$ cat src/rtwl_pkg.sv
// ----------------------------------------------------------------------------
// rtwl_pkg
// shared types and codes for the ranked tuple window list
// ----------------------------------------------------------------------------
package rtwl_pkg;

  typedef enum logic [2:0] {
    KIND_REWIND = 3'd0,
    KIND_NEXT   = 3'd1,
    KIND_READ   = 3'd2,
    KIND_TAKE   = 3'd3,
    KIND_REMOVE = 3'd4,
    KIND_CLEAR  = 3'd5,
    KIND_RANK   = 3'd6,
    KIND_PUT    = 3'd7
  } kind_t;

  localparam logic [1:0] POL_APPEND  = 2'd0;
  localparam logic [1:0] POL_PREPEND = 2'd1;
  localparam logic [1:0] POL_RANKED  = 2'd2;

  localparam logic [1:0] ST_DONE    = 2'd0;
  localparam logic [1:0] ST_NOENTRY = 2'd1;
  localparam logic [1:0] ST_FULL    = 2'd2;
  localparam logic [1:0] ST_EVICTED = 2'd3;

  localparam logic ADDR_POLICY    = 1'b0;
  localparam logic ADDR_MAX_SLOTS = 1'b1;

  localparam logic [31:0] RANK_FLOOR = 32'h0000_0001;

  // one command beat as it sits in the queue
  typedef struct packed {
    kind_t        kind;
    logic [31:0]  payload;
    logic [63:0]  stamp;
    logic [31:0]  rank_value;
    logic         forced;
  } cmd_t;

endpackage

$ cat src/rtwl_front.sv
// ----------------------------------------------------------------------------
// rtwl_front
// accepts command beats and holds them in a two-entry queue
// ----------------------------------------------------------------------------
module rtwl_front
  import rtwl_pkg::*;
(
  input  logic clk,
  input  logic rst,
  input  logic push,
  input  cmd_t push_cmd,
  output logic full,
  input  logic pop,
  output logic avail,
  output cmd_t head
);

  cmd_t       q [2];
  logic       rd_ptr;
  logic       wr_ptr;
  logic [1:0] count;

  assign full  = (count == 2'd2);
  assign avail = (count != 2'd0);
  assign head  = q[rd_ptr];

  always_ff @(posedge clk) begin
    if (push) begin
      q[wr_ptr] <= push_cmd;
    end
  end

  always_ff @(posedge clk) begin
    if (rst) begin
      rd_ptr <= 1'b0;
      wr_ptr <= 1'b0;
      count  <= 2'd0;
    end else begin
      if (push) begin
        wr_ptr <= ~wr_ptr;
      end
      if (pop) begin
        rd_ptr <= ~rd_ptr;
      end
      count <= count + {1'b0, push} - {1'b0, pop};
    end
  end

endmodule

$ cat config.mk
export PLATFORM = sky130hd
export DESIGN_NAME = rtwl_front
export DESIGN_NICKNAME = d
export VERILOG_FILES = /design/src/rtwl_pkg.sv /design/src/rtwl_front.sv
export SDC_FILE = /design/constraint.sdc
export NUM_CORES = 1
export LEC_CHECK = 0
export BUFFER_PORTS_ARGS = -buffer_cell sky130_fd_sc_hd__buf_2
export CAP_MARGIN = 20
export CORE_ASPECT_RATIO = 1.75
export CORE_MARGIN = 8
export CORE_UTILIZATION = 30
export CTS_CLUSTER_DIAMETER = 120
export DETAILED_ROUTE_END_ITERATION = 10
export GPL_ROUTABILITY_DRIVEN = 0
export HOLD_SLACK_MARGIN = 0.15
export PLACE_DENSITY_LB_ADDON = 0.15
export SLEW_MARGIN = 20
export SYNTH_ARGS = -nofsm -noshare
export SYNTH_HDL_FRONTEND = slang
export SYNTH_SLANG_ARGS = --single-unit
$ cat constraint.sdc
create_clock -name clk -period 6.65 [get_ports clk]
set_input_delay 0.665 -clock clk [delete_from_list [all_inputs] [get_ports clk]]
set_output_delay 0.665 -clock clk [all_outputs]
set_load 0.03 [all_outputs]
==> metrics, run 1 <==
relative slew slack=between 40 and 50%; post-DR vias/cell=around 4.3; die width=~150 um; wire per inst=approximately 20 um; Routed WL=23.1 mm; Vias=approximately 5,000; Synth Register Bits=approximately 270; fin crit period=~3.5 ns; met3 Usage GRT=around 3.4%; Worst path max stage delay=approximately 0.8 ns; Fin Clk Skew=between 0.015 and 0.02 ns; register clock-pin slew on the reported worst setup and hold paths=0.07 ns; placed wire-length estimate=roughly 16 mm; worst-path fanout max=48; deepest clock path buffer count=3; Antenna Nets Post-Route=0; top-area cell type share of the netlist area=between 70% and 80%; Max VDD drop=between 0.15 and 0.2 mV; sequential area share after synthesis=79.7%; number of global-route vias before repair=5,635; Area Growth Syn to Fin=25.7%; pre-CTS setup slack=about 3.4 ns; Synth Warn #=0; Peak Freq=between 200 and 300 MHz; core footprint=approximately 33,000 um2; Hold Buf Count CTS=0; CP Depth=3; num rows=a little under 90; WP buf/inv=2; CP required=about 6 ns; sum of negative setup slack=0 ns; Fill cells=approximately 3,100; CTS root buffer=clkbuf_16; ratio of cells with drive above 1 in the final layout=around three fifths; worst hold path type=primary input to register; largest net degree at the start of global routing=roughly 50; Final Cycle Share=around half; initial antenna violation count=4; drt pass-1 iters=4; post-synthesis net count=570; Slew @ Worst Pin=just under 0.9 ns; first-pass GRT wire length=approximately 33 mm; worst hold slack=0.316 ns; Max Cap Viol=0; Syn Inst Count=between 400 and 500; Setup Buffers After CTS=0; post-route design area=between 10,000 and 15,000 um2; Mapped Avg Cell Area=around 23 um2; cells on worst reg2reg path=3; Reg2Reg Launch Point=wr_ptr; PostCTS Resize Cnt=0; top cell family by delay on the critical path=buffers and inverters; die area=between 30,000 and 40,000 um2; met1 Use GR=between 10% and 20%; Placed Area=roughly 12,000 um2; top cells by area, synth=edfxtp_1 (79%), mux2_4 (12%), mux2_2 (5.8%); worst path cell trace=buf_4 -> mux2_2 -> buf_2; Port Buffers=between 200 and 300; DRC=0; LEAKAGE=between 4 and 5 nW; Skew-Pair Late Insertion Delay=0.54 ns; final core utilization=a little under two fifths; H-tree levels=1; CTS Buf Count=26; Max Slew Vio Count=0; num ports=270; Iter 0 DRT Violations=around 180; met2 Usage GRT=a little over a fifth; arrival time worst endpoint=2.79 ns; crit path kind=register to primary output; Tot GR Track Use=11.1%; Worst setup EP type=primary output; Initial Utilization=slightly above 30%; Setup crit start kind=register; Netlist Area Pre-Place=10,100 um2; CTS tree=yes; DIE HEIGHT=about 260 um; RR Endpoint=q[1][86]; worst setup margin=between 3 and 4 ns; Top Usage Layer GRT=met2; Fin. Hold Viols=0; Non-Filler Instances=between 1,000 and 1,500; # clock sinks=~270; RSZ-0062 raised after global routing=false; total gr overflow=0; Cell Pwr Density=between 300 and 400 nW/um2; CP endpoint=head[46]; Critical Path Slowest Stage Cell=buf_4; status=completed; distinct cell type count after synthesis=15; Layout Nets=859; setup slack, reg-to-reg=between 3 and 4 ns; post-layout total power=just over 4 mW; placed instance count=1,102; leading area contributor after synthesis=edfxtp_1; final setup violating endpoints=0
-- layout make-up --
class | count | area (um2) | share of cell area, %
Antenna cell | 1 | 2.50 | 0.0198
Clock inverter | 12 | 105 | 0.830
Sequential cell | 269 | 8030 | 63.4
Multi-Input combinational cell | 146 | 1910 | 15.1
Clock buffer | 34 | 702 | 5.54
Tap cell | 409 | 512 | 4.04
Inverter | 2 | 7.51 | 0.0593
Timing Repair Buffer | 276 | 1400 | 11.0
-- synth_stat cells (all sizes together) --
master,instances
nor2b,3
nor2,4
and2,1
dfxtp,5
xnor3,1
xnor2,2
inv,2
buf,15
edfxtp,264
mux2,132
or2,1
ha,2
-- report_power, final --
group          internal, mW  leakage [nW]  switching, mW
Clock                 0.816         0.392          0.597
Combinational         0.225          1.96          0.368
Sequential             1.98          2.52         0.0362
Total                  3.02          4.87           1.00
-- how the worst min path moves through the flow --
| stage | from | to | slack, ns | depth (start not counted) |
|---|---|---|---|---|
| finish | push_cmd[5] | q[0][5] | 0.32 | 1 |
| global route | push_cmd[92] | q[0][92] | 0.29 | 1 |
| CTS | push_cmd[5] | q[0][5] | 0.27 | 1 |
| detailed placement | rd_ptr | register | 0.52 | 2 |
| global placement | rd_ptr | rd_ptr | 0.51 | 2 |
| floorplan | rd_ptr | register | 0.48 | 2 |
-- routing by layer --
layer | up-vias | share of wire, % | wire length, um
li1 | 2288 | - | -
met1 | 2479 | 34 | 7840
met2 | 177 | 56 | 12900
met3 | 41 | 7.3 | 1690
met4 | 6 | 2.9 | 675
met5 | - | 0.16 | 38
-- kinds of logic after synthesis --
kind of cell	after synthesis	share of synthesized area, %
AND/OR/NAND/NOR	9	0.460
adder cells (fa/ha/maj)	2	0.248
XOR/XNOR	3	0.397
buffers and inverters	17	1.48
flip-flops	269	79.7
multiplexers	132	17.7
-- state kept, by name (all words and copies together) (netlist names), named ones only --
name	count
wr_ptr	1
q	264
rd_ptr	1
count	2
-- cell usage in the layout, fill, tap and decap left out, drive strengths merged --
master	synthesis	final
dfxtp	5	5
and2	1	1
edfxtp	264	264
inv	2	2
bufinv	0	2
nor2	4	4
diode	0	1
clkbuf	0	34
ha	2	2
or2	1	1
clkinv	0	10
mux2	132	132
xnor3	1	1
xnor2	2	2
buf	15	276
nor2b	3	3
(Power assumes the default switching activity.)
==> run 2, diff against run 1 <==
Clock period 6.65 ns to 3.2 ns, I/O delays scaled along.
==> metrics, run 2 (same netlist as run 1, synthesis figures left out) <==
RR Endpoint=q[1][9] (was q[1][86]); first-pass GRT wire length=35.6 mm (was 33.5 mm); Slew @ Worst Pin=0.794 ns (was 0.891 ns); crit path kind=register to primary output (unchanged); worst hold slack=0.183 ns (was 0.316 ns); number of global-route vias before repair=6,165 (was 5,635); largest net degree at the start of global routing=133 (was 49); RSZ-0062 raised after global routing=false (unchanged); setup slack, reg-to-reg=1.41 ns (was 3.91 ns); Skew-Pair Late Insertion Delay=0.54 ns (about the same); drt pass-1 iters=4 (unchanged); DRC=0 (unchanged); Final Cycle Share=approximately 80%; H-tree levels=1 (unchanged); placed wire-length estimate=16.1 mm (was 16.3 mm); LEAKAGE=5.51 nW (was 4.87 nW); CTS tree=yes (unchanged); total gr overflow=0 (unchanged); CP required=2.88 ns (was 5.98 ns); CTS root buffer=clkbuf_16 (unchanged); ratio of cells with drive above 1 in the final layout=51.8% (was 60.1%); Fin. Hold Viols=0 (unchanged); Setup crit start kind=register (unchanged); status=completed (unchanged); num rows=89 (unchanged); die area=39,900 um2 (unchanged); Iter 0 DRT Violations=207 (was 183); num ports=270 (unchanged); Internal Pwr Total=6.68 mW (was 3.02 mW); Port Buffers=269 (unchanged); Fill cells=3,010 (was 3,126); Fin Clk Skew=0.0137 ns (was 0.0185 ns); clock network power share=37.2% (was 35.1%); fin crit period=between 2 and 3 ns; final core utilization=42.5% (was 37.9%); Peak Freq=between 300 and 400 MHz; Top Registers=q (264), count (2) (unchanged); die width=155 um (unchanged); Area Growth Syn to Fin=41.0% (was 25.7%); Reg2Reg Launch Point=wr_ptr (unchanged); register clock-pin slew on the reported worst setup and hold paths=0.06 ns (was 0.07 ns); Routed WL=23.9 mm (was 23.1 mm); Max Cap Viol=0 (unchanged); switch share=24.7% (was 24.9%); deepest clock path buffer count=3 (unchanged); most common cell after layout, fill and taps aside=buf_2 (unchanged); Cell Pwr Density=625 nW/um2 (was 318 nW/um2); sum of negative setup slack=0 ns (unchanged); core footprint=33,400 um2 (unchanged); Max Slew Vio Count=0 (unchanged); Largest register FFs=264 (unchanged); Antenna Nets Post-Route=0 (unchanged); Vias=5,476 (was 4,991); worst hold path type=primary input to register (unchanged); initial antenna violation count=5 (was 4); arrival time worst endpoint=2.23 ns (was 2.79 ns); final setup violating endpoints=0 (unchanged); post-DR vias/cell=4.25 (was 4.34); worst-path fanout max=53 (was 48); CTS Buf Count=27 (was 26); Flop pwr share=47.1% (was 50.1%); # clock sinks=269 (unchanged); P_sw=2.20 mW (was 1.00 mW); Max VDD drop=0.404 mV (was 0.182 mV); Worst setup EP type=primary output (unchanged); Tot GR Track Use=11.5% (was 11.1%); wire per inst=18.5 um (was 20.1 um); Initial Utilization=30.2% (unchanged); cells on worst reg2reg path=2 (was 3); DIE HEIGHT=258 um (unchanged); Setup Buffers After CTS=0 (unchanged); most frequent cells in the layout=buf_2 (269), edfxtp_1 (264), dlygate4sd3_1 (135) (was buf_2 (269), edfxtp_1 (264), mux2_4 (80)); CP endpoint=head[39] (was head[46]); Top reg by flops=q (unchanged); relative slew slack=47.1% (was 40.6%); logic gate share of total power=15.7% (was 14.7%); Layout Nets=993 (was 859)
==> run 2: changes by cell type in the layout (fill, tap and decap cells not counted), sizes merged <==
cell / before / now
buf: 276 / 274
bufinv: 2 / 5
clkbuf: 34 / 29
clkinv: 10 / 14
clkinvlp: 0 / 1
diode: 1 / 3
dlygate4sd3: 0 / 135
inv: 2 / 3
==> run 2: worst max-delay path: stages (launching register included) <==
cell	delay, ns
dfxtp_4	0.65
buf_12	0.35
mux2_2	0.42
buf_2	0.19
==> run 2: area by class of cell <==
class	count	area (um2)	area share (%)
Sequential cell	269	8030	56.5
Timing Repair Buffer	409	2800	19.7
Multi-Input combinational cell	146	1910	13.4
Clock buffer	29	693	4.88
Tap cell	409	512	3.60
Clock inverter	21	249	1.75
Inverter	2	7.51	0.0528
Antenna cell	3	7.51	0.0528
==> run 2: through the flow <==
| step | instance area, um2 | power [mW] | setup slack (ns) | std cells |
|---|---|---|---|---|
| floorplan | 10100 | 5.13 | 0.464 | 432 |
| global placement | 11900 | 5.52 | 1.20 | 1100 |
| detailed placement | 11900 | 5.54 | 1.18 | 1100 |
| CTS | 14200 | 9.03 | 0.586 | 1285 |
| global route | 14200 | 9.22 | 0.532 | 1287 |
| finish | 14200 | 8.87 | 0.654 | 1288 |
==> run 2: worst min-delay path by stage <==
stage / depth (start not counted) / slack (ns) / to / start
after CTS: 3 / 0.16 / count[0] / push
final: 3 / 0.18 / count[0] / push
after global placement: 2 / 0.51 / rd_ptr / rd_ptr
after global routing: 3 / 0.19 / count[0] / push
after floorplan: 1 / 0.39 / count[0] / rst
after detailed placement: 2 / 0.51 / rd_ptr / rd_ptr
==> run 2: timing repair <==
item / in CTS / in global routing
gates resized for setup: 0 / 0
hold buffers: 135 / 0
endpoints found under the hold margin: 269 / 0
==> run 2: power by group through the flow <==
| stage | sequential, mW | combinational (mW) | clock, mW |
|---|---|---|---|
| finish | 4.18 | 1.39 | 3.30 |
| global route | 4.20 | 1.47 | 3.54 |
| CTS | 4.18 | 1.42 | 3.42 |
| detailed placement | 4.26 | 1.28 | 0 |
| global placement | 4.25 | 1.27 | 0 |
| floorplan | 4.24 | 0.893 | 0 |
==> run 2: per-layer routing <==
metal,global-route usage [%],wire (um),vias up
li1,-,-,2563
met1,11.5,8570,2684
met2,21.8,13100,177
met3,2.84,1430,48
met4,5.39,801,4
met5,0,28,-
